===== src/flacfh_pkg.sv =====
// Shared types, constants and table functions of the FLAC frame header parser.
// Used by flacfh_decode, flacfh_parser and flac_frame_header_parser; depends on nothing.
package flacfh_pkg;

    localparam logic [13:0] SYNC_CODE = 14'b11111111111110;

    localparam logic [16:0] BS_192 = 17'd192;
    localparam logic [16:0] BS_576 = 17'd576;
    localparam logic [16:0] BS_256 = 17'd256;

    localparam logic [19:0] RATE_KHZ_SCALE  = 20'd1000;
    localparam logic [19:0] RATE_DECA_SCALE = 20'd10;

    localparam logic [3:0] BSC_RESERVED = 4'd0;
    localparam logic [3:0] BSC_192      = 4'd1;
    localparam logic [3:0] BSC_576      = 4'd2;
    localparam logic [3:0] BSC_4608     = 4'd5;
    localparam logic [3:0] BSC_8BIT     = 4'd6;
    localparam logic [3:0] BSC_16BIT    = 4'd7;
    localparam logic [3:0] BSC_256      = 4'd8;

    localparam logic [3:0] SRC_KHZ     = 4'd12;
    localparam logic [3:0] SRC_HZ      = 4'd13;
    localparam logic [3:0] SRC_DECA    = 4'd14;
    localparam logic [3:0] SRC_INVALID = 4'd15;

    localparam logic [3:0] CHA_LAST_INDEP = 4'd7;
    localparam logic [3:0] CHA_LEFT_SIDE  = 4'd8;
    localparam logic [3:0] CHA_RIGHT_SIDE = 4'd9;
    localparam logic [3:0] CHA_MID_SIDE   = 4'd10;

    localparam logic [2:0] MODE_INDEPENDENT = 3'd0;
    localparam logic [2:0] MODE_LEFT_SIDE   = 3'd1;
    localparam logic [2:0] MODE_RIGHT_SIDE  = 3'd2;
    localparam logic [2:0] MODE_MID_SIDE    = 3'd3;
    localparam logic [2:0] MODE_INVALID     = 3'd4;

    localparam int OUT_DATA_W = 96;

    typedef enum logic [6:0] {
        PH_IDLE     = 7'b0000001,
        PH_FIXED    = 7'b0000010,
        PH_NUM_LEAD = 7'b0000100,
        PH_NUM_CONT = 7'b0001000,
        PH_BLOCK    = 7'b0010000,
        PH_RATE     = 7'b0100000,
        PH_CRC      = 7'b1000000
    } phase_t;

    typedef struct packed {
        logic        variable_blocking;
        logic [16:0] block_size;
        logic [19:0] sample_rate;
        logic [3:0]  channel_assignment;
        logic [3:0]  channel_count;
        logic [2:0]  channel_mode;
        logic [4:0]  sample_bits;
        logic [35:0] coded_number;
        logic        sync_ok;
        logic        crc_ok;
        logic        rate_code_invalid;
        logic        number_code_error;
    } result_t;

    function automatic logic [7:0] crc8_byte(input logic [7:0] crc, input logic [7:0] b);
        logic [7:0] c;
        c = crc ^ b;
        for (int i = 0; i < 8; i++) begin
            c = c[7] ? ({c[6:0], 1'b0} ^ 8'h07) : {c[6:0], 1'b0};
        end
        return c;
    endfunction

    function automatic logic [19:0] rate_table(input logic [3:0] code);
        logic [19:0] r;
        case (code)
            4'd1:    r = 20'd88200;
            4'd2:    r = 20'd176400;
            4'd3:    r = 20'd192000;
            4'd4:    r = 20'd8000;
            4'd5:    r = 20'd16000;
            4'd6:    r = 20'd22050;
            4'd7:    r = 20'd24000;
            4'd8:    r = 20'd32000;
            4'd9:    r = 20'd44100;
            4'd10:   r = 20'd48000;
            4'd11:   r = 20'd96000;
            default: r = 20'd0;
        endcase
        return r;
    endfunction

    function automatic logic [4:0] bits_table(input logic [2:0] code);
        logic [4:0] r;
        case (code)
            3'd1:    r = 5'd8;
            3'd2:    r = 5'd12;
            3'd4:    r = 5'd16;
            3'd5:    r = 5'd20;
            3'd6:    r = 5'd24;
            default: r = 5'd0;
        endcase
        return r;
    endfunction

endpackage


===== src/flac_frame_header_parser.sv =====
// Top level: input request register, header parser and result register.
// Depends on flacfh_pkg and instantiates flacfh_parser.
// A header's CRC byte passes the input register, then the result register, to m_tdata.
// One header byte per cycle when not stalled; the parser updates its state once per byte.
// A result that waits on m_tready stalls s_tready only once the next CRC byte is held.
// Reset (aresetn low, synchronous) empties both registers and returns the parser to idle.
module flac_frame_header_parser (
    input  logic                               aclk,
    input  logic                               aresetn,
    input  logic                               s_tvalid,
    output logic                               s_tready,
    input  logic [7:0]                         s_tdata,  // data_byte
    input  logic [0:0]                         s_tuser,  // frame_start
    output logic                               m_tvalid,
    input  logic                               m_tready,
    // block_size, sample_rate, channel_assignment, channel_count, channel_mode,
    // sample_bits, coded_number, sync_ok, crc_ok, rate_code_invalid,
    // number_code_error, zero fill
    output logic [flacfh_pkg::OUT_DATA_W-1:0] m_tdata,
    output logic [0:0]                         m_tuser   // variable_blocking
);

    logic        in_valid_reg;
    logic [7:0]  in_byte_reg;
    logic        in_start_reg;
    logic        out_valid_reg;
    logic        advance;
    logic        res_valid;
    flacfh_pkg::result_t res;
    flacfh_pkg::result_t out_reg;

    assign advance  = in_valid_reg && (!out_valid_reg || m_tready || !res_valid);
    assign s_tready = !in_valid_reg || advance;

    always_ff @(posedge aclk) begin
        if (!aresetn) begin
            in_valid_reg <= 1'b0;
        end else if (s_tready) begin
            in_valid_reg <= s_tvalid;
        end
    end

    always_ff @(posedge aclk) begin
        if (s_tready && s_tvalid) begin
            in_byte_reg  <= s_tdata;
            in_start_reg <= s_tuser[0];
        end
    end

    flacfh_parser u_parser (
        .aclk        (aclk),
        .aresetn     (aresetn),
        .step_en     (advance),
        .data_byte   (in_byte_reg),
        .frame_start (in_start_reg),
        .res_valid   (res_valid),
        .res         (res)
    );

    always_ff @(posedge aclk) begin
        if (!aresetn) begin
            out_valid_reg <= 1'b0;
        end else if (advance && res_valid) begin
            out_valid_reg <= 1'b1;
        end else if (m_tready) begin
            out_valid_reg <= 1'b0;
        end
    end

    always_ff @(posedge aclk) begin
        if (advance && res_valid) begin
            out_reg <= res;
        end
    end

    assign m_tvalid = out_valid_reg;
    assign m_tuser  = out_reg.variable_blocking;
    assign m_tdata  = {3'd0,
                       out_reg.number_code_error,
                       out_reg.rate_code_invalid,
                       out_reg.crc_ok,
                       out_reg.sync_ok,
                       out_reg.coded_number,
                       out_reg.sample_bits,
                       out_reg.channel_mode,
                       out_reg.channel_count,
                       out_reg.channel_assignment,
                       out_reg.sample_rate,
                       out_reg.block_size};

    a_stall_holds_input: assert property (@(posedge aclk) disable iff (!aresetn)
        (in_valid_reg && res_valid && out_valid_reg && !m_tready) |=> in_valid_reg)
        else $error("Input request dropped while the result register was blocked.");

    a_empty_stage_ready: assert property (@(posedge aclk) disable iff (!aresetn)
        !in_valid_reg |-> s_tready)
        else $error("Empty input register refused a request.");

    a_refill_after_step: assert property (@(posedge aclk) disable iff (!aresetn)
        advance |=> (in_valid_reg == $past(s_tvalid)))
        else $error("Input register did not refill after the parser took its byte.");

endmodule


===== src/flacfh_decode.sv =====
// Turns the collected header words and accumulators into one decoded result.
// Depends on flacfh_pkg for the result type, codes and tables.
module flacfh_decode (
    input  logic [31:0]        fixed_word,
    input  logic [35:0]        number,
    input  logic [15:0]        block_acc,
    input  logic [15:0]        rate_acc,
    input  logic [7:0]         crc,
    input  logic [7:0]         crc_byte,
    input  logic               number_error,
    output flacfh_pkg::result_t res
);

    logic [3:0] bs_code;
    logic [3:0] sr_code;
    logic [3:0] ch_code;

    assign bs_code = fixed_word[15:12];
    assign sr_code = fixed_word[11:8];
    assign ch_code = fixed_word[7:4];

    always_comb begin
        res = '0;
        res.variable_blocking  = fixed_word[16];
        res.channel_assignment = ch_code;
        res.sample_bits        = flacfh_pkg::bits_table(fixed_word[3:1]);
        res.coded_number       = number;
        res.sync_ok            = (fixed_word[31:18] == flacfh_pkg::SYNC_CODE);
        res.crc_ok             = (crc == crc_byte);
        res.rate_code_invalid  = (sr_code == flacfh_pkg::SRC_INVALID);
        res.number_code_error  = number_error;

        if (bs_code == flacfh_pkg::BSC_RESERVED) begin
            res.block_size = 17'd0;
        end else if (bs_code == flacfh_pkg::BSC_192) begin
            res.block_size = flacfh_pkg::BS_192;
        end else if (bs_code inside {[flacfh_pkg::BSC_576:flacfh_pkg::BSC_4608]}) begin
            res.block_size = flacfh_pkg::BS_576 << (bs_code - flacfh_pkg::BSC_576);
        end else if (bs_code == flacfh_pkg::BSC_8BIT || bs_code == flacfh_pkg::BSC_16BIT) begin
            res.block_size = {1'b0, block_acc} + 17'd1;
        end else begin
            res.block_size = flacfh_pkg::BS_256 << (bs_code - flacfh_pkg::BSC_256);
        end

        case (sr_code)
            flacfh_pkg::SRC_KHZ:     res.sample_rate = {12'd0, rate_acc[7:0]}
                                                     * flacfh_pkg::RATE_KHZ_SCALE;
            flacfh_pkg::SRC_HZ:      res.sample_rate = {4'd0, rate_acc};
            flacfh_pkg::SRC_DECA:    res.sample_rate = {4'd0, rate_acc}
                                                     * flacfh_pkg::RATE_DECA_SCALE;
            flacfh_pkg::SRC_INVALID: res.sample_rate = 20'd0;
            default:                 res.sample_rate = flacfh_pkg::rate_table(sr_code);
        endcase

        if (ch_code <= flacfh_pkg::CHA_LAST_INDEP) begin
            res.channel_count = ch_code + 4'd1;
            res.channel_mode  = flacfh_pkg::MODE_INDEPENDENT;
        end else if (ch_code == flacfh_pkg::CHA_LEFT_SIDE) begin
            res.channel_count = 4'd2;
            res.channel_mode  = flacfh_pkg::MODE_LEFT_SIDE;
        end else if (ch_code == flacfh_pkg::CHA_RIGHT_SIDE) begin
            res.channel_count = 4'd2;
            res.channel_mode  = flacfh_pkg::MODE_RIGHT_SIDE;
        end else if (ch_code == flacfh_pkg::CHA_MID_SIDE) begin
            res.channel_count = 4'd2;
            res.channel_mode  = flacfh_pkg::MODE_MID_SIDE;
        end else begin
            res.channel_count = 4'd0;
            res.channel_mode  = flacfh_pkg::MODE_INVALID;
        end
    end

endmodule


===== src/flacfh_parser.sv =====
// Header parse state machine: phase, field accumulators and running CRC-8.
// Depends on flacfh_pkg and instantiates flacfh_decode for the result fields.
module flacfh_parser (
    input  logic                aclk,
    input  logic                aresetn,
    input  logic                step_en,
    input  logic [7:0]          data_byte,
    input  logic                frame_start,
    output logic                res_valid,
    output flacfh_pkg::result_t res
);

    flacfh_pkg::phase_t phase_reg, phase_next, cur_phase;
    logic [31:0] fixed_reg, fixed_next, cur_fixed;
    logic [35:0] num_reg, num_next, cur_num;
    logic [2:0]  cont_reg, cont_next, cur_cont;
    logic [15:0] bs_reg, bs_next, cur_bs;
    logic [15:0] rate_reg, rate_next, cur_rate;
    logic [7:0]  crc_reg, crc_next, cur_crc;
    logic [1:0]  cnt_reg, cnt_next, cur_cnt;
    logic        nerr_reg, nerr_next, cur_nerr;

    flacfh_pkg::phase_t rate_phase, after_num_phase;
    logic [1:0]  rate_cnt, after_num_cnt;
    logic [2:0]  lead_n;
    logic [7:0]  lead_mask;
    logic        lead_err;
    logic [3:0]  sr_code;
    logic [3:0]  bs_code;

    assign sr_code = cur_fixed[11:8];
    assign bs_code = cur_fixed[15:12];

    always_comb begin
        if (frame_start) begin
            cur_phase = flacfh_pkg::PH_FIXED;
            cur_fixed = '0;
            cur_num   = '0;
            cur_cont  = '0;
            cur_bs    = '0;
            cur_rate  = '0;
            cur_crc   = '0;
            cur_cnt   = '0;
            cur_nerr  = 1'b0;
        end else begin
            cur_phase = phase_reg;
            cur_fixed = fixed_reg;
            cur_num   = num_reg;
            cur_cont  = cont_reg;
            cur_bs    = bs_reg;
            cur_rate  = rate_reg;
            cur_crc   = crc_reg;
            cur_cnt   = cnt_reg;
            cur_nerr  = nerr_reg;
        end
    end

    always_comb begin
        if (sr_code == flacfh_pkg::SRC_KHZ) begin
            rate_phase = flacfh_pkg::PH_RATE;
            rate_cnt   = 2'd1;
        end else if (sr_code == flacfh_pkg::SRC_HZ || sr_code == flacfh_pkg::SRC_DECA) begin
            rate_phase = flacfh_pkg::PH_RATE;
            rate_cnt   = 2'd2;
        end else begin
            rate_phase = flacfh_pkg::PH_CRC;
            rate_cnt   = cur_cnt;
        end
        if (bs_code == flacfh_pkg::BSC_8BIT) begin
            after_num_phase = flacfh_pkg::PH_BLOCK;
            after_num_cnt   = 2'd1;
        end else if (bs_code == flacfh_pkg::BSC_16BIT) begin
            after_num_phase = flacfh_pkg::PH_BLOCK;
            after_num_cnt   = 2'd2;
        end else begin
            after_num_phase = rate_phase;
            after_num_cnt   = rate_cnt;
        end
    end

    always_comb begin
        lead_err = 1'b0;
        if (!data_byte[7]) begin
            lead_n = 3'd0; lead_mask = 8'h7F;
        end else if (data_byte[7:5] == 3'b110) begin
            lead_n = 3'd1; lead_mask = 8'h1F;
        end else if (data_byte[7:4] == 4'b1110) begin
            lead_n = 3'd2; lead_mask = 8'h0F;
        end else if (data_byte[7:3] == 5'b11110) begin
            lead_n = 3'd3; lead_mask = 8'h07;
        end else if (data_byte[7:2] == 6'b111110) begin
            lead_n = 3'd4; lead_mask = 8'h03;
        end else if (data_byte[7:1] == 7'b1111110) begin
            lead_n = 3'd5; lead_mask = 8'h01;
        end else if (data_byte == 8'hFE) begin
            // A seven-byte number only fits a sample number.
            lead_n = 3'd6; lead_mask = 8'h00;
            lead_err = !cur_fixed[16];
        end else begin
            lead_n = 3'd0; lead_mask = 8'h00;
            lead_err = 1'b1;
        end
    end

    always_comb begin
        phase_next = cur_phase;
        fixed_next = cur_fixed;
        num_next   = cur_num;
        cont_next  = cur_cont;
        bs_next    = cur_bs;
        rate_next  = cur_rate;
        crc_next   = cur_crc;
        cnt_next   = cur_cnt;
        nerr_next  = cur_nerr;
        res_valid  = 1'b0;
        case (cur_phase)
            flacfh_pkg::PH_IDLE: begin
            end
            flacfh_pkg::PH_CRC: begin
                res_valid  = 1'b1;
                phase_next = flacfh_pkg::PH_IDLE;
            end
            flacfh_pkg::PH_FIXED: begin
                crc_next   = flacfh_pkg::crc8_byte(cur_crc, data_byte);
                fixed_next = {cur_fixed[23:0], data_byte};
                if (cur_cnt == 2'd3) begin
                    cnt_next   = 2'd0;
                    phase_next = flacfh_pkg::PH_NUM_LEAD;
                end else begin
                    cnt_next = cur_cnt + 2'd1;
                end
            end
            flacfh_pkg::PH_NUM_LEAD: begin
                crc_next  = flacfh_pkg::crc8_byte(cur_crc, data_byte);
                nerr_next = cur_nerr | lead_err;
                num_next  = {28'd0, data_byte & lead_mask};
                cont_next = lead_n;
                if (lead_n == 3'd0) begin
                    phase_next = after_num_phase;
                    cnt_next   = after_num_cnt;
                end else begin
                    phase_next = flacfh_pkg::PH_NUM_CONT;
                end
            end
            flacfh_pkg::PH_NUM_CONT: begin
                crc_next  = flacfh_pkg::crc8_byte(cur_crc, data_byte);
                nerr_next = cur_nerr | (data_byte[7:6] != 2'b10);
                num_next  = {cur_num[29:0], data_byte[5:0]};
                cont_next = cur_cont - 3'd1;
                if (cont_next == 3'd0) begin
                    phase_next = after_num_phase;
                    cnt_next   = after_num_cnt;
                end
            end
            flacfh_pkg::PH_BLOCK: begin
                crc_next = flacfh_pkg::crc8_byte(cur_crc, data_byte);
                bs_next  = {cur_bs[7:0], data_byte};
                cnt_next = cur_cnt - 2'd1;
                if (cnt_next == 2'd0) begin
                    phase_next = rate_phase;
                    if (rate_phase == flacfh_pkg::PH_RATE) begin
                        cnt_next = rate_cnt;
                    end
                end
            end
            flacfh_pkg::PH_RATE: begin
                crc_next  = flacfh_pkg::crc8_byte(cur_crc, data_byte);
                rate_next = {cur_rate[7:0], data_byte};
                cnt_next  = cur_cnt - 2'd1;
                if (cnt_next == 2'd0) begin
                    phase_next = flacfh_pkg::PH_CRC;
                end
            end
            default: begin
                phase_next = flacfh_pkg::PH_IDLE;
            end
        endcase
    end

    always_ff @(posedge aclk) begin
        if (!aresetn) begin
            phase_reg <= flacfh_pkg::PH_IDLE;
            fixed_reg <= '0;
            num_reg   <= '0;
            cont_reg  <= '0;
            bs_reg    <= '0;
            rate_reg  <= '0;
            crc_reg   <= '0;
            cnt_reg   <= '0;
            nerr_reg  <= 1'b0;
        end else if (step_en) begin
            phase_reg <= phase_next;
            fixed_reg <= fixed_next;
            num_reg   <= num_next;
            cont_reg  <= cont_next;
            bs_reg    <= bs_next;
            rate_reg  <= rate_next;
            crc_reg   <= crc_next;
            cnt_reg   <= cnt_next;
            nerr_reg  <= nerr_next;
        end
    end

    flacfh_decode u_decode (
        .fixed_word   (cur_fixed),
        .number       (cur_num),
        .block_acc    (cur_bs),
        .rate_acc     (cur_rate),
        .crc          (cur_crc),
        .crc_byte     (data_byte),
        .number_error (cur_nerr),
        .res          (res)
    );

endmodule

===== config.mk =====
export PLATFORM = sky130hd
export DESIGN_NAME = flac_frame_header_parser
export DESIGN_NICKNAME = d
export VERILOG_FILES = /design/src/flacfh_pkg.sv /design/src/flac_frame_header_parser.sv /design/src/flacfh_decode.sv /design/src/flacfh_parser.sv
export SDC_FILE = /design/constraint.sdc
export NUM_CORES = 1
export LEC_CHECK = 0
export BUFFER_PORTS_ARGS = -buffer_cell sky130_fd_sc_hd__buf_2
export CAP_MARGIN = 20
export CORE_ASPECT_RATIO = 0.9
export CORE_MARGIN = 2
export CORE_UTILIZATION = 61
export DETAILED_ROUTE_END_ITERATION = 16
export GPL_TIMING_DRIVEN = 0
export PLACE_DENSITY = 0.81
export SLEW_MARGIN = 20
export SYNTH_ARGS = -nofsm -noshare
export SYNTH_HDL_FRONTEND = slang
export SYNTH_SLANG_ARGS = --single-unit

===== constraint.sdc =====
create_clock -name aclk -period 6.4 [get_ports aclk]
set_input_delay 0.96 -clock aclk [delete_from_list [all_inputs] [get_ports aclk]]
set_output_delay 0.96 -clock aclk [all_outputs]
set_load 0.05 [all_outputs]

==> results_dict.tcl <==
set metrics [dict create \
    wl_um 32500 \
    grt_max_degree 32 \
    place_area_mm2 0.0139 \
    power_density_mw_per_mm2 213 \
    dieHeight_um 142 \
    final_nets 1603 \
    io_pins 112 \
    yosysTopAreaCell "edfxtp_1" \
    rrSetupSlack_ns 0.32 \
    hpwl_um 23700 \
    synth_commonest_cells "nor2_1, dfxtp_1, nand2_1" \
    rsz0062_at_grt "false" \
    path_class "reg -> reg" \
    worstPathArrival_ns 6.34 \
    io_buffer_count 105 \
    async_flop_share 0 \
    min_path_type "reg -> reg" \
    worst_pin_slew_ns 1.08 \
    antenna_found_initial 0 \
    synth_top_area_frac 0.235 \
    skew_ns 0.0175 \
    required_ns 6.66 \
    coreArea_mm2 0.0208 \
    cts_setup_buffers 0 \
    dp.cells 1747 \
    globalplace.congestion 0.964 \
    cts.sinks 224 \
    root_buffer "clkbuf_16" \
    regArea_mm2 0.00550 \
    diodes 0 \
    drtPass1Iterations 5 \
    layout-drive-gt1-share 0.151 \
    seq_area_frac_synth 0.426 \
    initial_core_util 0.621 \
    cts.htree.levels 1 \
    holdBufCountCts 0 \
    antenna_left 0 \
    design_area_mm2 0.0147 \
    ys_seq_elements 224 \
    fmax_mhz 164 \
    slew_viol_final 0 \
    ys.flop_type "dfxtp_1" \
    syn_area_mm2 0.0129 \
    start_kind "register" \
    ir_worst_vdd_mv 0.178 \
    n_fill_cell 1602 \
    die_w_um 157 \
    clk-insertion-delay-late_ns 0.53 \
    grt_pass1_vias 10000 \
    multi_input_area_mm2 0.00674 \
    overflow 0 \
    cts_tree "yes" \
    clockBufferDepth 3 \
    gr-usage-all-layers 0.291 \
    cts_buffers 23 \
    period_minus_slack_ns 6.08 \
    fp.dieArea_mm2 0.0223 \
    maxCapViolCount 0 \
    largest_reg_flops 91 \
    instances_no_fill 1787 \
    yosysMostFrequentCell "nor2_1" \
    syn_inst 1348 \
    power_leakage_nw 5.80 \
    grt_pass1_wl_um 51700 \
    area_growth_pct 14.1 \
    avgSynthCellArea_um2 9.56 \
    period_share 0.951 \
    cp_max_fo 10 \
    status "finished, final reports clean" \
    hold_viol 0 \
    synth_area_leaders "edfxtp_1, dfxtp_1, ha_1" \
    ys_warn_count 0 \
    synth_edf_count 101 \
    synthDistinctLibCells 83 \
    drc 0 \
    end_kind "register" \
    via_per_inst 5.92 \
    num_vias 10600 \
    wl_per_cell_um 18.2 \
    num_rows 50 \
    final-setup-viol-count 0 \
    slew_headroom 0.278 \
    clkTransAtPathRegs_ns 0.06 \
    drt-initial-drc-count 945 \
]
## cells by family (layout without fill, tap and decap cells)
| family | after synthesis | after routing | share of synthesized area |
|---|---|---|---|
| flops | 224 | 224 | 0.426 |
| simple gates | 485 | 485 | 0.188 |
| buf+inv | 148 | 297 | 0.0542 |
| other cells | 1 | 5 | 0.000291 |
| mux | 7 | 7 | 0.00543 |
| compound gates | 313 | 313 | 0.165 |
| xor+xnor | 64 | 64 | 0.0452 |
| fa+ha+maj | 106 | 106 | 0.115 |
## per-layer routing
metal | GRT usage | vias up | share of wire
li1 | - | 5022 | -
met1 | 0.409 | 5038 | 0.44
met2 | 0.459 | 452 | 0.46
met3 | 0.0565 | 72 | 0.081
met4 | 0.0823 | 0 | 0.026
met5 | 0 | - | 0
## path summary, 6_finish.rpt
| kind | start | to | cells after the start |
|---|---|---|---|
| worst max-delay path | in_start_reg | m_tdata[34] | 22 |
| worst min-delay path | u_parser.fixed_reg[17] | u_parser.fixed_reg[17] | 2 |
| worst max register to register | in_start_reg | m_tdata[34] | 22 |
| worst min register to register | u_parser.fixed_reg[17] | u_parser.fixed_reg[17] | 2 |
## where the power goes
part           total [mW]  switching [mW]  leakage [nW]  internal [mW]
Combinational       0.225           0.148          3.49         0.0770
Clock                1.40           0.564         0.386          0.839
Sequential           1.51          0.0124          1.93           1.50
Total                3.14           0.724          5.80           2.41
## worst max-delay path, cell delays in order (launching register included)
cell and delay, ns:
edfxtp_1 0.36, buf_6 0.20, buf_6 0.19, buf_6 0.18, buf_4 0.26, buf_2 0.34, clkbuf_2 0.37, nor2b_4 0.15
ha_1 0.33, inv_1 0.06, fa_1 0.53, fa_1 0.44, fa_1 0.51, inv_1 0.04, ha_1 0.33, o21ai_0 0.24
nand2b_1 0.08, a21o_1 0.19, a41oi_1 0.28, o21ai_0 0.16, xnor2_1 0.22, a21oi_1 0.23, o21ai_0 0.11
## cells in the final DEF (no fill, tap or decap), types with 10 or more instances in the layout
cell,Yosys,routed
edfxtp_1,101,101
nand2b_1,26,26
fa_1,21,21
clkbuf_1,41,43
nand2_1,116,116
nor3_1,18,18
buf_2,17,122
nand3b_1,10,10
a22oi_1,71,71
nor2b_1,76,72
nand3_1,22,22
clkbuf_16,0,24
a21oi_1,81,81
a211oi_1,10,10
xor2_1,18,18
o21ai_0,46,46
a21o_1,10,10
inv_1,60,60
dfxtp_1,123,123
xnor2_1,44,44
buf_4,14,14
ha_1,85,85
and2_1,10,10
nor2_1,156,155
## cell type report
type / count / share of cell area
clock inverters: 7 / 0.00647
multi-input cells: 980 / 0.458
repair buffers: 109 / 0.0427
clock buffers: 35 / 0.0477
plain buffers: 84 / 0.0312
flip-flops and latches: 224 / 0.374
inverters: 62 / 0.0158
well taps: 286 / 0.0243
## through the flow
stage | total power [mW] | hold WS [ns] | setup slack [ns] | TNS (ns) | utilization
global placement | 1.76 | 0.439 | -1.34 | -122.80 | 0.664
detailed placement | 1.76 | 0.448 | -0.167 | -0.382 | 0.669
floorplan | 1.70 | 0.432 | 0.496 | 0 | -
global route | 3.22 | 0.473 | 0.0649 | 0 | 0.708
finish | 3.14 | 0.456 | 0.317 | 0 | 0.708
CTS | 3.14 | 0.457 | 0.0558 | 0 | 0.708
## what timing repair did
item                                    in CTS  in global routing
endpoints found under the setup margin       4                  5
endpoints found under the hold margin        0                  0
gates cloned                                 0                  0
gates resized for setup                      1                  5
Note: power is estimated with default switching activity, not from simulation.
